<file path="src/rtl/rgbhls_pkg.sv">
// Shared types, constants and divider step function for the RGB to HLS converter.
// No dependencies; used by every module under rtl.
package rgbhls_pkg;

    localparam int unsigned HLS_SCALE     = 240;
    localparam int unsigned HALF_SUM_MAX  = 256;   // lightness <= 120 exactly when max+min <= 256
    localparam int unsigned FULL_SUM      = 510;
    localparam int unsigned SECTOR_SPAN   = 40;
    localparam int unsigned GREEN_OFFSET  = 80;
    localparam int unsigned BLUE_OFFSET   = 160;
    localparam int unsigned GREY_HUE      = 160;
    localparam int unsigned SAT_QBITS     = 8;
    localparam int unsigned HUE_QBITS     = 6;
    localparam int unsigned DIV_STAGES    = SAT_QBITS;

    typedef enum logic [1:0] {
        SECTOR_RED   = 2'd0,
        SECTOR_GREEN = 2'd1,
        SECTOR_BLUE  = 2'd2
    } hue_sector_t;

    // Result of the first front stage
    typedef struct packed {
        logic [8:0]  sum;
        logic [7:0]  delta;
        logic [7:0]  hue_mag;
        logic        hue_neg;
        hue_sector_t sector;
    } class_t;

    // Item handed from front to back through the queue
    typedef struct packed {
        logic [7:0]  light;
        logic        grey;
        logic [15:0] sat_num;
        logic [8:0]  sat_div;
        logic [13:0] hue_num;
        logic [7:0]  hue_den;
        logic        hue_neg;
        hue_sector_t sector;
    } work_t;

    // One stage of the shared-pipeline restoring dividers
    typedef struct packed {
        logic [7:0]  light;
        logic        grey;
        logic [15:0] sat_rem;
        logic [8:0]  sat_div;
        logic [7:0]  sat_q;
        logic [13:0] hue_rem;
        logic [7:0]  hue_den;
        logic [5:0]  hue_q;
        logic        hue_neg;
        hue_sector_t sector;
    } stage_t;

    function automatic stage_t load_stage(work_t w);
        stage_t s;
        s.light   = w.light;
        s.grey    = w.grey;
        s.sat_rem = w.sat_num;
        s.sat_div = w.sat_div;
        s.sat_q   = '0;
        s.hue_rem = w.hue_num;
        s.hue_den = w.hue_den;
        s.hue_q   = '0;
        s.hue_neg = w.hue_neg;
        s.sector  = w.sector;
        return s;
    endfunction

    // One saturation bit, and a hue bit while idx < HUE_QBITS; idx counts from the top bit
    function automatic stage_t div_step(stage_t s, int unsigned idx);
        stage_t      r;
        logic [16:0] sat_sh;
        logic [16:0] sat_rem_x;
        logic [13:0] hue_sh;
        logic        sat_bit;
        logic        hue_bit;
        r         = s;
        sat_rem_x = {1'b0, s.sat_rem};
        sat_sh    = {8'd0, s.sat_div} << (SAT_QBITS - 1 - idx);
        sat_bit   = (sat_rem_x >= sat_sh);
        if (sat_bit)
        begin
            r.sat_rem = 16'(sat_rem_x - sat_sh);
        end
        r.sat_q = {s.sat_q[6:0], sat_bit};
        if (idx < HUE_QBITS)
        begin
            hue_sh  = {6'd0, s.hue_den} << (HUE_QBITS - 1 - idx);
            hue_bit = (s.hue_rem >= hue_sh);
            if (hue_bit)
            begin
                r.hue_rem = s.hue_rem - hue_sh;
            end
            r.hue_q = {s.hue_q[4:0], hue_bit};
        end
        return r;
    endfunction

    function automatic logic [8:0] sector_offset(hue_sector_t sec);
        logic [8:0] off;
        unique case (sec)
            SECTOR_GREEN: off = 9'(GREEN_OFFSET);
            SECTOR_BLUE:  off = 9'(BLUE_OFFSET);
            default:      off = 9'd0;
        endcase
        return off;
    endfunction

endpackage

</file>
<file path="src/rtl/rgbhls_front.sv">
// Front end: accepts colour items, finds max/min, picks the hue sector and
// computes lightness and both divider operands. Uses rgbhls_pkg.
module rgbhls_front
(
    input  logic                clk,
    input  logic                rst_n,
    input  logic                color_valid,
    output logic                color_stall,
    input  logic [23:0]         color_word,
    output logic                work_valid,
    input  logic                work_stall,
    output rgbhls_pkg::work_t   work_data
);

    logic                 a_valid_reg;
    rgbhls_pkg::class_t   a_reg;
    rgbhls_pkg::class_t   a_next;
    logic                 b_valid_reg;
    rgbhls_pkg::work_t    b_reg;
    rgbhls_pkg::work_t    b_next;
    logic                 advance;

    logic [7:0]  red;
    logic [7:0]  green;
    logic [7:0]  blue;
    logic [7:0]  hi;
    logic [7:0]  lo;
    logic [8:0]  diff;
    logic [15:0] light_half;
    logic [15:0] light_sum;
    logic [16:0] light_num;

    assign advance     = !b_valid_reg || !work_stall;
    assign color_stall = !advance;

    // Stage A: classify
    always_comb
    begin
        red   = color_word[7:0];
        green = color_word[15:8];
        blue  = color_word[23:16];
        lo    = red;
        if (green < lo)
        begin
            lo = green;
        end
        if (blue < lo)
        begin
            lo = blue;
        end
        if (red >= green && red >= blue)
        begin
            hi            = red;
            a_next.sector = rgbhls_pkg::SECTOR_RED;
            diff          = {1'b0, green} - {1'b0, blue};
        end
        else if (green >= blue)
        begin
            hi            = green;
            a_next.sector = rgbhls_pkg::SECTOR_GREEN;
            diff          = {1'b0, blue} - {1'b0, red};
        end
        else
        begin
            hi            = blue;
            a_next.sector = rgbhls_pkg::SECTOR_BLUE;
            diff          = {1'b0, red} - {1'b0, green};
        end
        a_next.sum     = {1'b0, hi} + {1'b0, lo};
        a_next.delta   = hi - lo;
        a_next.hue_neg = diff[8];
        a_next.hue_mag = diff[8] ? 8'(-diff) : diff[7:0];
    end

    // Stage B: lightness and divider operands
    always_comb
    begin
        light_num  = 17'(a_reg.sum * 17'(rgbhls_pkg::HLS_SCALE)) + 17'd255;
        // divide by 510: halve, then divide by 255 with the 257/65536 trick
        light_half = light_num[16:1];
        light_sum  = light_half + {8'd0, light_half[15:8]} + 16'd1;

        b_next.light   = light_sum[15:8];
        b_next.grey    = (a_reg.delta == 8'd0);
        b_next.sat_num = 16'(a_reg.delta * 16'(rgbhls_pkg::HLS_SCALE));
        if (a_reg.sum <= 9'(rgbhls_pkg::HALF_SUM_MAX))
        begin
            b_next.sat_div = a_reg.sum;
        end
        else
        begin
            b_next.sat_div = 9'(rgbhls_pkg::FULL_SUM) - a_reg.sum;
        end
        if (b_next.sat_div == 9'd0)
        begin
            b_next.sat_div = 9'd1;
        end
        b_next.hue_num = 14'(a_reg.hue_mag * 14'(rgbhls_pkg::SECTOR_SPAN));
        b_next.hue_den = a_reg.delta;
        b_next.hue_neg = a_reg.hue_neg;
        b_next.sector  = a_reg.sector;
    end

    always_ff @(posedge clk or negedge rst_n)
    begin
        if (!rst_n)
        begin
            a_valid_reg <= 1'b0;
            b_valid_reg <= 1'b0;
        end
        else if (advance)
        begin
            a_valid_reg <= color_valid;
            b_valid_reg <= a_valid_reg;
        end
    end

    always_ff @(posedge clk)
    begin
        if (advance)
        begin
            a_reg <= a_next;
            b_reg <= b_next;
        end
    end

    assign work_valid = b_valid_reg;
    assign work_data  = b_reg;

endmodule

</file>
<file path="src/rtl/rgbhls_queue.sv">
// Short queue between front and back ends so each side stalls on its own.
// Uses rgbhls_pkg::work_t as the entry type.
module rgbhls_queue
#(
    parameter int unsigned DEPTH = 4
)
(
    input  logic                clk,
    input  logic                rst_n,
    input  logic                push_valid,
    output logic                push_stall,
    input  rgbhls_pkg::work_t   push_data,
    output logic                head_valid,
    input  logic                head_stall,
    output rgbhls_pkg::work_t   head_data
);

    localparam int unsigned PTR_W = (DEPTH > 1) ? $clog2(DEPTH) : 1;
    localparam int unsigned CNT_W = $clog2(DEPTH + 1);

    rgbhls_pkg::work_t  mem_reg [DEPTH];
    logic [PTR_W-1:0]   wr_ptr_reg;
    logic [PTR_W-1:0]   rd_ptr_reg;
    logic [CNT_W-1:0]   count_reg;
    logic               push;
    logic               pop;

    assign push_stall = (count_reg == CNT_W'(DEPTH));
    assign head_valid = (count_reg != '0);
    assign head_data  = mem_reg[rd_ptr_reg];
    assign push       = push_valid && !push_stall;
    assign pop        = head_valid && !head_stall;

    always_ff @(posedge clk or negedge rst_n)
    begin
        if (!rst_n)
        begin
            wr_ptr_reg <= '0;
            rd_ptr_reg <= '0;
            count_reg  <= '0;
        end
        else
        begin
            if (push)
            begin
                wr_ptr_reg <= (wr_ptr_reg == PTR_W'(DEPTH - 1)) ? '0 : wr_ptr_reg + 1'b1;
            end
            if (pop)
            begin
                rd_ptr_reg <= (rd_ptr_reg == PTR_W'(DEPTH - 1)) ? '0 : rd_ptr_reg + 1'b1;
            end
            if (push && !pop)
            begin
                count_reg <= count_reg + 1'b1;
            end
            else if (pop && !push)
            begin
                count_reg <= count_reg - 1'b1;
            end
        end
    end

    always_ff @(posedge clk)
    begin
        if (push)
        begin
            mem_reg[wr_ptr_reg] <= push_data;
        end
    end

    a_count_bound: assert property (@(posedge clk) disable iff (!rst_n)
        count_reg <= CNT_W'(DEPTH))
        else $error("queue count beyond depth");

    a_count_track: assert property (@(posedge clk) disable iff (!rst_n)
        (push && !pop) |=> (count_reg == $past(count_reg) + 1'b1))
        else $error("queue count did not follow a push");

    a_pop_track: assert property (@(posedge clk) disable iff (!rst_n)
        (pop && !push) |=> (count_reg == $past(count_reg) - 1'b1))
        else $error("queue count did not follow a pop");

endmodule

</file>
<file path="src/rtl/rgbhls_back.sv">
// Back end: pipelined restoring dividers for saturation and hue, one quotient
// bit per stage, then hue wrap and the output register. Uses rgbhls_pkg.
module rgbhls_back
(
    input  logic                clk,
    input  logic                rst_n,
    input  logic                head_valid,
    output logic                head_stall,
    input  rgbhls_pkg::work_t   head_data,
    output logic                hls_valid,
    input  logic                hls_stall,
    output logic [7:0]          hue,
    output logic [7:0]          lightness,
    output logic [7:0]          saturation
);

    localparam int unsigned NS = rgbhls_pkg::DIV_STAGES;

    logic                stage_valid_reg [NS];
    rgbhls_pkg::stage_t  stage_reg       [NS];
    logic                advance;
    logic                hls_valid_reg;
    logic [7:0]          hue_reg;
    logic [7:0]          lightness_reg;
    logic [7:0]          saturation_reg;
    logic [7:0]          hue_next;
    logic [8:0]          hue_wide;
    logic [8:0]          hue_off;
    rgbhls_pkg::stage_t  last;

    assign advance    = !hls_valid_reg || !hls_stall;
    assign head_stall = !advance;

    genvar g;
    generate
        for (g = 0; g < NS; g = g + 1)
        begin : g_stage
            if (g == 0)
            begin : g_load
                always_ff @(posedge clk or negedge rst_n)
                begin
                    if (!rst_n)
                    begin
                        stage_valid_reg[g] <= 1'b0;
                    end
                    else if (advance)
                    begin
                        stage_valid_reg[g] <= head_valid;
                    end
                end

                always_ff @(posedge clk)
                begin
                    if (advance)
                    begin
                        stage_reg[g] <= rgbhls_pkg::div_step(
                            rgbhls_pkg::load_stage(head_data), g);
                    end
                end
            end
            else
            begin : g_follow
                always_ff @(posedge clk or negedge rst_n)
                begin
                    if (!rst_n)
                    begin
                        stage_valid_reg[g] <= 1'b0;
                    end
                    else if (advance)
                    begin
                        stage_valid_reg[g] <= stage_valid_reg[g-1];
                    end
                end

                always_ff @(posedge clk)
                begin
                    if (advance)
                    begin
                        stage_reg[g] <= rgbhls_pkg::div_step(stage_reg[g-1], g);
                    end
                end
            end
        end
    endgenerate

    // Apply the sign after the magnitude divide, then wrap negatives
    always_comb
    begin
        last    = stage_reg[NS-1];
        hue_off = rgbhls_pkg::sector_offset(last.sector);
        if (last.hue_neg)
        begin
            hue_wide = hue_off - {3'd0, last.hue_q};
        end
        else
        begin
            hue_wide = hue_off + {3'd0, last.hue_q};
        end
        if (hue_wide[8])
        begin
            hue_wide = hue_wide + 9'(rgbhls_pkg::HLS_SCALE);
        end
        hue_next = last.grey ? 8'(rgbhls_pkg::GREY_HUE) : hue_wide[7:0];
    end

    always_ff @(posedge clk or negedge rst_n)
    begin
        if (!rst_n)
        begin
            hls_valid_reg <= 1'b0;
        end
        else if (advance)
        begin
            hls_valid_reg <= stage_valid_reg[NS-1];
        end
    end

    always_ff @(posedge clk)
    begin
        if (advance)
        begin
            hue_reg        <= hue_next;
            lightness_reg  <= last.light;
            saturation_reg <= last.grey ? 8'd0 : last.sat_q;
        end
    end

    assign hls_valid  = hls_valid_reg;
    assign hue        = hue_reg;
    assign lightness  = lightness_reg;
    assign saturation = saturation_reg;

    a_hue_range: assert property (@(posedge clk) disable iff (!rst_n)
        hls_valid_reg |-> (hue_reg < 8'(rgbhls_pkg::HLS_SCALE)))
        else $error("hue outside the circle");

    a_light_range: assert property (@(posedge clk) disable iff (!rst_n)
        hls_valid_reg |-> (lightness_reg <= 8'(rgbhls_pkg::HLS_SCALE)))
        else $error("lightness above full scale");

    a_sat_range: assert property (@(posedge clk) disable iff (!rst_n)
        hls_valid_reg |-> (saturation_reg <= 8'(rgbhls_pkg::HLS_SCALE)))
        else $error("saturation above full scale");

    a_grey_sat: assert property (@(posedge clk) disable iff (!rst_n)
        (advance && stage_valid_reg[NS-1] && last.grey) |=> (saturation_reg == 8'd0))
        else $error("grey item left with saturation");

endmodule

</file>
<file path="src/rtl/rgb_to_hls_converter.sv">
// RGB to HLS converter, 0..240 integer scale.
// Input channel: color_valid / color_stall with color_word (red in bits 7:0,
// green in 15:8, blue in 23:16). An item is taken on a rising edge with
// color_valid high and color_stall low.
// Output channel: hls_valid / hls_stall with hue, lightness and saturation;
// a result is taken on a rising edge with hls_valid high and hls_stall low.
// Every item gives exactly one result, in order.
// Throughput: one item per clock while the output is not stalled.
// Path from acceptance to hls_valid: two front stages, the queue, eight
// divider stages (one quotient bit each, saturation needs eight bits) and
// the output register.
// On hls_stall with hls_valid high the back pipeline holds; the front keeps
// accepting until the QUEUE_DEPTH-item queue fills, then raises color_stall.
// Reset (rst_n low, asynchronous) empties every stage and the queue; no
// results are pending afterwards.
// Depends on rgbhls_pkg, rgbhls_front, rgbhls_queue and rgbhls_back.
module rgb_to_hls_converter
#(
    parameter int unsigned QUEUE_DEPTH = 4
)
(
    input  logic        clk,
    input  logic        rst_n,
    input  logic        color_valid,
    output logic        color_stall,
    input  logic [23:0] color_word,
    output logic        hls_valid,
    input  logic        hls_stall,
    output logic [7:0]  hue,
    output logic [7:0]  lightness,
    output logic [7:0]  saturation
);

    logic               work_valid;
    logic               work_stall;
    rgbhls_pkg::work_t  work_data;
    logic               head_valid;
    logic               head_stall;
    rgbhls_pkg::work_t  head_data;

    rgbhls_front u_front
    (
        .clk         (clk),
        .rst_n       (rst_n),
        .color_valid (color_valid),
        .color_stall (color_stall),
        .color_word  (color_word),
        .work_valid  (work_valid),
        .work_stall  (work_stall),
        .work_data   (work_data)
    );

    rgbhls_queue #(
        .DEPTH (QUEUE_DEPTH)
    ) u_queue
    (
        .clk        (clk),
        .rst_n      (rst_n),
        .push_valid (work_valid),
        .push_stall (work_stall),
        .push_data  (work_data),
        .head_valid (head_valid),
        .head_stall (head_stall),
        .head_data  (head_data)
    );

    rgbhls_back u_back
    (
        .clk        (clk),
        .rst_n      (rst_n),
        .head_valid (head_valid),
        .head_stall (head_stall),
        .head_data  (head_data),
        .hls_valid  (hls_valid),
        .hls_stall  (hls_stall),
        .hue        (hue),
        .lightness  (lightness),
        .saturation (saturation)
    );

endmodule

</file>
<file path="config.mk">
export PLATFORM = sky130hd
export DESIGN_NAME = rgb_to_hls_converter
export DESIGN_NICKNAME = d
export VERILOG_FILES = /design/src/rtl/rgbhls_pkg.sv /design/src/rtl/rgbhls_front.sv /design/src/rtl/rgbhls_queue.sv /design/src/rtl/rgbhls_back.sv /design/src/rtl/rgb_to_hls_converter.sv
export SDC_FILE = /design/constraint.sdc
export NUM_CORES = 1
export LEC_CHECK = 0
export ABC_AREA = 0
export BUFFER_PORTS_ARGS = -buffer_cell sky130_fd_sc_hd__buf_2
export CORE_MARGIN = 5
export CORE_UTILIZATION = 58
export DETAILED_ROUTE_END_ITERATION = 10
export MAX_ROUTING_LAYER = met4
export PLACE_DENSITY = 0.77
export SLEW_MARGIN = 20
export SYNTH_ARGS = -nofsm -noshare
export SYNTH_HDL_FRONTEND = slang
export SYNTH_HIERARCHICAL = 1
export SYNTH_SLANG_ARGS = --single-unit
</file>
<file path="constraint.sdc">
create_clock -name clk -period 15.4 [get_ports clk]
set_input_delay 0.77 -clock clk [delete_from_list [all_inputs] [get_ports clk]]
set_output_delay 0.77 -clock clk [all_outputs]
set_load 0.005 [all_outputs]
</file>
== Yosys cells after proc, flatten, opt, wreduce, memory -nomap -nowiden ==
Memory sizes are Yosys's and may differ from the RTL's.
Index checks and enable logic that the tools add are counted.

* Memories kept: 2
* Input bits: 28
* Logic and storage cells: 163
* Bits in latches: 0
* Memory bits (read-only): 0
* Bits in writable memories: 792
* Register bits: 122
* Output and inout bits: 26

* Bitwise operators: 0
* Equal/unequal tests: 5
* $lt $le $gt $ge: 20
* $mul: 3
* Divide/modulo/power cells: 0
* Reductions and logical operators: 18
* Shift-type cells: 0
* Multiplexer cells: 54
* Add/sub/neg operators: 31

{| class="wikitable"
|+ Memory list
! name !! words !! width !! read ports !! clocked after Yosys merged registers in !! wr ports !! RTL line !! source
|-
| u_back.stage_reg || 8 || 73 || 8 || 0 || 8 || rgbhls_back.sv:20 || <nowiki>rgbhls_pkg::stage_t stage_reg [NS];</nowiki>
|-
| u_queue.mem_reg || 4 || 52 || 1 || 0 || 1 || rgbhls_queue.sv:21 || <nowiki>rgbhls_pkg::work_t mem_reg [DEPTH];</nowiki>
|}

{| class="wikitable"
|+ Operator list
! kind !! count
|-
| $mux 16 || 16
|-
| $mux 14 || 12
|-
| $mux 8 || 6
|-
| $mux 6 || 6
|-
| $mux 9 || 4
|-
| $sub 8x8->9 || 3
|-
| $ge 8x8->1 || 3
|-
| $add 17x8->17 const B || 1
|-
| $add 16x1->16 const B || 1
|-
| $add 16x8->16 || 1
|-
| $ge 16x10->1 || 1
|-
| $ge 16x11->1 || 1
|-
| $ge 16x12->1 || 1
|-
| $ge 16x13->1 || 1
|-
| $ge 16x14->1 || 1
|-
| $ge 16x15->1 || 1
|-
| $ge 16x16->1 || 1
|-
| $ge 16x9->1 || 1
|-
| $lt 8x8->1 || 2
|-
| $pmux 8 s2 || 1
|-
| $sub 16x10->16 || 1
|-
| $sub 16x11->16 || 1
|-
| $sub 16x12->16 || 1
|-
| $sub 16x13->16 || 1
|-
| other kinds (43) || 63
|}

== Depth between registers and ports, before layout ==
Gate-level depths: netlist of run 1.

* Depth after elaboration: 7
* Gate-level depth with buffers: 25
* Mapped depth without buffers: 24

== By module ==
Netlist of run 1, hierarchy kept.

{| class="wikitable"
|+ By module, submodules not included
! module !! instances !! sequential area each (µm²) !! area an instance (µm²) !! cells each
|-
| rgbhls_back || 1 || 14458.9 || 22326.4 || 1631
|-
| rgbhls_queue || 1 || 7262.0 || 8948.6 || 347
|-
| rgbhls_front || 1 || 2392.3 || 7900.1 || 766
|}

== Worst setup path after synthesis of run 1 ==
No wires, ideal clock.

* Path type: input-to-reg
* Start: input port hls_stall
* End: register u_queue.count_reg[1]
* Data arrival time: 16642 ps
* Data required time: 15275 ps
* Path slack: -1367 ps
* Cell stages on the path: 9
* Setup time: 125 ps
* Buffers on the path: 1
* Cell sequence: nand2_1 -> clkbuf_1 -> inv_1 -> nor2b_4 -> inv_1 -> ha_1 -> inv_1 -> fa_1 -> mux2_2

* Longest elaborated chain between the ends: 6
* Elaborated cells between the ends (all ways): 8
* Classes of those cells: 1 x mux; 7 x reduce/logical

{| class="wikitable"
|+ RTL lines
! item !! RTL line !! source
|-
| start: declaration || rgb_to_hls_converter.sv:28 || <nowiki>input logic hls_stall,</nowiki>
|-
| $logic_not 1->1 (*) || rgbhls_back.sv:31 || <nowiki>assign advance = !hls_valid_reg || !hls_stall;</nowiki>
|-
| $logic_or 1x1->1 (*) || rgbhls_back.sv:31 ||
|-
| $logic_and 1x1->1 (*) || rgbhls_queue.sv:32 || <nowiki>assign pop = head_valid && !head_stall;</nowiki>
|-
| $logic_not 1->1 || rgbhls_queue.sv:52 || <nowiki>if (push && !pop)</nowiki>
|-
| $logic_and 1x1->1 || rgbhls_queue.sv:52 ||
|-
| $mux 3 / $reduce_bool 2->1 (equally long branches) || -- ||
|-
| end signal: assignment || rgbhls_queue.sv:54 || <nowiki>count_reg <= count_reg + 1'b1;</nowiki>
|-
| end signal: assignment || rgbhls_queue.sv:58 || <nowiki>count_reg <= count_reg - 1'b1;</nowiki>
|-
| end: declaration || rgbhls_queue.sv:24 || <nowiki>logic [CNT_W-1:0] count_reg;</nowiki>
|}

Mark *: on every way between the ends. The rest lies on a longest branch, timed or not.
A chain may end at the register's enable or synchronous reset.

==> results of run 1 <==
==> per-layer routing <==
layer	global-route usage	up-vias	part of all wire	wire (um)
met2	0.329	494	0.53	34600
met5	-	-	0	0
met4	0.0667	0	0.030	1960
li1	-	10400	-	-
met3	0.0243	132	0.037	2420
met1	0.220	10600	0.41	26900
==> synth_stat cells (18+ instances only) <==
cell type | instances | area share
mux2_2 | 60 | 0.017
a21o_1 | 47 | 0.0090
xnor2_1 | 113 | 0.025
mux4_2 | 59 | 0.034
nor2b_1 | 48 | 0.0077
nand3_1 | 29 | 0.0037
edfxtp_1 | 788 | 0.60
nor4_1 | 20 | 0.0032
xor2_1 | 65 | 0.015
clkbuf_1 | 22 | 0.0021
o21a_1 | 22 | 0.0042
o21ai_0 | 98 | 0.013
nor2_1 | 173 | 0.017
nand4_1 | 21 | 0.0034
nand2_1 | 79 | 0.0076
fa_1 | 47 | 0.024
mux2i_1 | 43 | 0.011
ha_1 | 245 | 0.078
inv_1 | 270 | 0.026
nor3_1 | 36 | 0.0046
dfrtp_1 | 18 | 0.011
nand2b_1 | 33 | 0.0053
a21oi_1 | 140 | 0.018
o21bai_1 | 21 | 0.0040
==> stage by stage <==
step	hold slack (ps)	instances	setup slack (ps)	util	instance area [um^2]
floorplan	400	2750	6450	-	39200
global route	92.6	3791	8960	0.643	43100
finish	79.3	3791	9400	0.643	43100
CTS	50.7	3791	9400	0.643	43100
detailed placement	405	3645	8790	0.604	40500
global placement	401	3645	8980	0.604	40500
==> critical path: stages <==
cell and delay, ps:
buf_2 150, inv_1 100, ha_1 300, nor2b_1 120, o21ai_0 150, a21oi_1 260, o21bai_1 100, a21oi_2 530
mux2i_1 390, ha_1 310, a21o_1 180, a21o_1 170, a221o_1 340, a31oi_1 550, mux2i_1 250, ha_1 270
fa_1 410, a21oi_1 170, nor2_1 50, nor2_1 160, o21bai_1 90, a21oi_1 230, nor2b_1 70, o21ai_0 160
nand2b_1 80
==> layout make-up <==
| cell class | count | area (um^2) |
|---|---|---|
| Sequential cell | 806 | 24100 |
| Fill cell | 4701 | 23900 |
| Multi-Input combinational cell | 1626 | 13800 |
| Clock buffer | 105 | 2240 |
| Tap cell | 873 | 1090 |
| Inverter | 270 | 1010 |
| Timing Repair Buffer | 70 | 397 |
| Clock inverter | 41 | 385 |
==> worst max-delay path by stage <==
stage	start	end	slack, ps	cells after the start
3_3_place_gp	color_word[9]	u_front/a_reg[27]	8980	25
6_report	color_word[9]	u_front/a_reg[27]	9400	25
4_1_cts	color_word[9]	u_front/a_reg[26]	9400	24
5_1_grt	color_word[9]	u_front/a_reg[26]	8960	24
2_1_floorplan	hls_stall	u_queue/count_reg[1]	6450	9
3_5_place_dp	color_word[9]	u_front/a_reg[26]	8790	24
==> cell families after synthesis <==
| kind of cell | share of synthesized area |
|---|---|
| xor+xnor | 0.0406 |
| simple gates | 0.0681 |
| flops | 0.616 |
| buf+inv | 0.0325 |
| fa+ha+maj | 0.102 |
| other cells | 0.0000957 |
| compound gates | 0.0774 |
| mux | 0.0635 |
==> run metrics, run 1 <==
outcome=finished clean; f_max=167 MHz; fin crit share=0.390; Core Area=approximately 0.067 mm^2; ANT cells=0; hold crit path type=input pin to async pin; kind of critical path=input pin to flip-flop; DRT Pass-1 Iters=5; final setup TNS=0 ps; endpoints failing setup=0; share of cells above drive strength 1=0.124; # clock sinks=806; FF-to-FF path depth=18; predominant post-synthesis flop cell=edfxtp_1; Netlist Area Pre-Place=0.0392 mm^2; Rows=95; count of cell types in the netlist=98; Ys Warns=6; Fin. Hold Viols=0; clk_skew=roughly 23 ps; reg2reg start=u_front/a_reg[19]; gr usage total=0.186; Starting Density=0.584; DRC viols=0; Max clock buf depth=3; crit path max fanout=8; CP endpoint kind=flip-flop; Yosys reg bits=806; Seq/Total Area, Yosys=0.616; most common cell after layout, fill and taps aside=edfxtp_1; CTS buffer count=between 80 and 90; Rel. slew slack=0.276; # hold bufs at CTS=0; async set or reset register ratio after synthesis=0.0223; Reg2Reg Capture Point=u_front/work_data[56]; slew at the pin closest to its max-slew limit=1090 ps; Reg2Reg Setup Slack=9700 ps; vias in the first global route=22,300; Avg Vias per Cell=~5.7; post-synthesis average cell area=14.3 um^2; Detailed Route WL=about 66,000 um; final max-slew violation count=0; Clock Pin Slew Worst Setup and Hold Paths=60 ps; RSZ-0062 raised after global routing=no; IO Port Bufs=53; CP required=approximately 16,000 ps; dpl hpwl=44,900 um; io pins=between 50 and 60; post-CTS resize count=0; Arrival @ worst endpoint=between 6000 and 7000 ps; Die Y=270 um; Root Buffer=clkbuf_16; fin nets=3,176; first-pass GRT wire length=~110,000 um; Clock Latency Late Sink=between 600 and 700 ps; EDFF count, synth=between 700 and 800; number of DRC markers in iteration 0=1,539; Period minus WS final=6000 ps; pin count of the biggest net entering global routing=100; via count=21,600; Layout area overhead=10.0%; Placer Congestion=around 0.95; DIE AREA=roughly 0.073 mm^2; Syn Inst Count=2,744; GRT overflow=0; commonest non-fill, non-tap cells in the layout=788 x edfxtp_1, 270 x inv_1, 245 x ha_1, 172 x nor2_1, 139 x a21oi_1; CTS H-Tree Depth=3; Final ANT Viol Nets=0; number of setup buffers added after CTS=0; TritonCTS clock tree=yes; max FFs per register=450; Max-cap violations=0; initial antenna violation count=0; WL/cell=17.4 um; Chip Width=about 270 um; Worst Setup Start Kind=input pin
Power of run 1 is left out: the tool's default activity adds up to more than one toggle a clock period on the data nets, which glitch-free logic cannot reach.
==> run 2: changes to the inputs <==
Settings changed: ABC_AREA 0 to 1, CORE_UTILIZATION 58 to 64, PLACE_DENSITY 0.77 to 0.81.
Clock period 15.4 ns to 6.04 ns, I/O delays scaled along.
==> run metrics, run 2 <==
post-synthesis simple-gate area fraction=0.133 (+0.0653); Post-Synth Adder-Cell Area=0.0978 (-0.00443); Max clock buf depth=3 (unchanged); post-synthesis compound-gate area fraction=0.0836 (+0.00621); Max-cap violations=0 (unchanged); WL/cell=15.7 um (-9.8%); Placer Congestion=0.983 (+4.0%); RSZ-0062 raised after global routing=no; DRC viols=0 (unchanged); reg2reg start=u_front/a_reg[19]; Final ANT Viol Nets=0 (unchanged); outcome=finished clean; Layout area overhead=9.21%; Reg2Reg Capture Point=u_front/work_data[56]; predominant post-synthesis flop cell=edfxtp_1; Rel. slew slack=0.254 (-0.0222); Final WS setup=1380 ps (-8020 ps); Yosys reg bits=806 (unchanged); post-synthesis average cell area=11.0 um^2 (-23%); cell with the most instances after synthesis=edfxtp_1; largest family of logic cells by synthesized area=simple AND/OR/NAND/NOR gates; Fin. Hold Viols=0 (unchanged); Critical Path Slowest Stage Cell=edfxtp_1; mux cell area share after synthesis=0 (-0.0635); initial antenna violation count=0 (unchanged); clk_skew=18.3 ps (-4.72 ps); Area contributors post-synth=edfxtp_1 58%, ha_1 7.5%, nand2_1 6.9%; final max-slew violation count=0 (unchanged); Reg2Reg Setup Slack=1380 ps (-8320 ps); dpl hpwl=50,300 um (+12%); Avg Vias per Cell=5.47 (-4.0%); Die Y=263 um (-2.6%); Starting Density=0.648 (+0.0636); io pins=54 (unchanged); CTS H-Tree Depth=3 (unchanged); kind of critical path=flip-flop to flip-flop; FF-to-FF path depth=25 (+7); # clock sinks=806 (unchanged); Yosys top cell area share=0.578 (-0.0262); vias in the first global route=25,400 (+14%); IO Port Bufs=53 (unchanged); Seq/Total Area, Yosys=0.589 (-0.0267); Rows=92 (-3.2%); gr usage total=0.218 (+0.0315); commonest cells in the netlist=788 x edfxtp_1, 757 x nand2_1, 585 x inv_1, 245 x ha_1, 186 x nor2_1; Root Buffer=clkbuf_16; number of setup buffers added after CTS=0 (unchanged); number of DRC markers in iteration 0=1,716 (+12%); endpoints failing setup=0 (unchanged); CP required=6410 ps (-9350 ps); GRT overflow=0 (unchanged); Clock Latency Late Sink=620 ps (about the same); Arrival @ worst endpoint=5030 ps (-1330 ps); DRT Pass-1 Iters=6 (+1); hold crit path type=input pin to async pin; Worst Setup Start Kind=flip-flop; post-CTS resize count=0 (unchanged); EDFF count, synth=788 (unchanged); f_max=between 200 and 250 MHz; share of cells above drive strength 1=0.0882 (-0.0359); via count=25,800 (+19%); Clock Pin Slew Worst Setup and Hold Paths=60 ps (about the same); TritonCTS clock tree=yes; most common cell after layout, fill and taps aside=edfxtp_1; ANT cells=0 (unchanged); Syn Inst Count=3,717 (+35%); Chip Width=263 um (-2.6%); dpl ws=1260 ps (-7530 ps); fin crit share=0.772; Detailed Route WL=74,000 um (+12%); max FFs per register=450 (unchanged); Ys Warns=6 (unchanged); slowest stage delay, CP=600 ps (+50 ps); Netlist Area Pre-Place=0.0410 mm^2 (+4.5%); fin nets=4,124 (+30%); commonest non-fill, non-tap cells in the layout=788 x edfxtp_1, 755 x nand2_1, 585 x inv_1, 245 x ha_1, 182 x nor2_1; Core Area=0.0632 mm^2 (-5.7%); final setup TNS=0 ps (unchanged); XOR/XNOR Fraction of Synth Area=0.0297 (-0.0109); count of cell types in the netlist=64 (-35%); CP endpoint kind=flip-flop; pin count of the biggest net entering global routing=215 (+110%); CP most frequent cell=nand2_1; slew at the pin closest to its max-slew limit=1120 ps (+33.4 ps); Yosys top cell by area=edfxtp_1; DIE AREA=0.0691 mm^2 (-5.1%); crit path max fanout=9 (+1); Period minus WS final=4660 ps; async set or reset register ratio after synthesis=0.0223 (unchanged); CTS buffer count=82 (unchanged); first-pass GRT wire length=122,000 um (+11%)
==> run 2: per-stage QoR <==
| step | instance area, um^2 | util | instances | hold slack, ps |
|---|---|---|---|---|
| floorplan | 41000 | - | 3723 | 6.41 |
| global placement | 42000 | 0.665 | 4564 | 247 |
| detailed placement | 42000 | 0.665 | 4564 | 252 |
| CTS | 44700 | 0.708 | 4713 | 125 |
| global route | 44700 | 0.708 | 4713 | 174 |
| finish | 44700 | 0.708 | 4713 | 155 |
==> run 2: final cells by class <==
class	instances	area, um^2
Sequential cell	806	24100
Timing Repair Buffer	69	428
Multi-Input combinational cell	2242	14200
Tap cell	846	1060
Inverter	603	2270
Clock inverter	52	537
Clock buffer	95	2130
Fill cell	4292	18500
==> run 2: metal layers <==
layer | wire length, um | up-vias | global-route usage
met4 | 2200 | 0 | 0.0758
met3 | 3340 | 178 | 0.0295
met5 | 0 | - | -
met1 | 29500 | 12100 | 0.255
li1 | - | 12800 | -
met2 | 38900 | 660 | 0.388
==> run 2: logic make-up (layout without fill, tap and decap cells) <==
logic type,count (synthesis),count (layout)
other,1,7
AND/OR/NAND/NOR,1252,1252
flip-flops,806,806
XOR/XNOR,139,139
adder cells (fa/ha/maj),292,292
buffers and inverters,675,819
AO/OA/AOI/OAI,552,552
==> run 2: how the worst max path moves through the flow <==
stage,from,to,slack [ps]
final,u_front/a_reg[19],u_front/work_data[56],1380
after global routing,u_front/a_reg[19],u_front/work_data[56],930
after CTS,u_front/a_reg[19],u_front/work_data[56],1410
after detailed placement,color_word[9],u_front/a_reg[27],1260
after global placement,color_word[9],u_front/a_reg[27],1340
after floorplan,color_word[14],u_front/a_reg[18],1380
==> run 2: timing repair <==
| action | 4_1_cts | 5_1_grt |
|---|---|---|
| endpoints found under the setup margin | 0 | 0 |
| endpoints found under the hold margin | 19 | 0 |
| hold buffers | 2 | 0 |
==> run 2: critical path: cells and delay by family, from the launching register on <==
kind,cells,cell delay [ps]
xor+xnor,2,380
fa+ha+maj,4,1900
buf+inv,5,390
flops,1,600
simple gates,13,1060
compound gates,1,70
Power of run 2 is left out for the same reason.
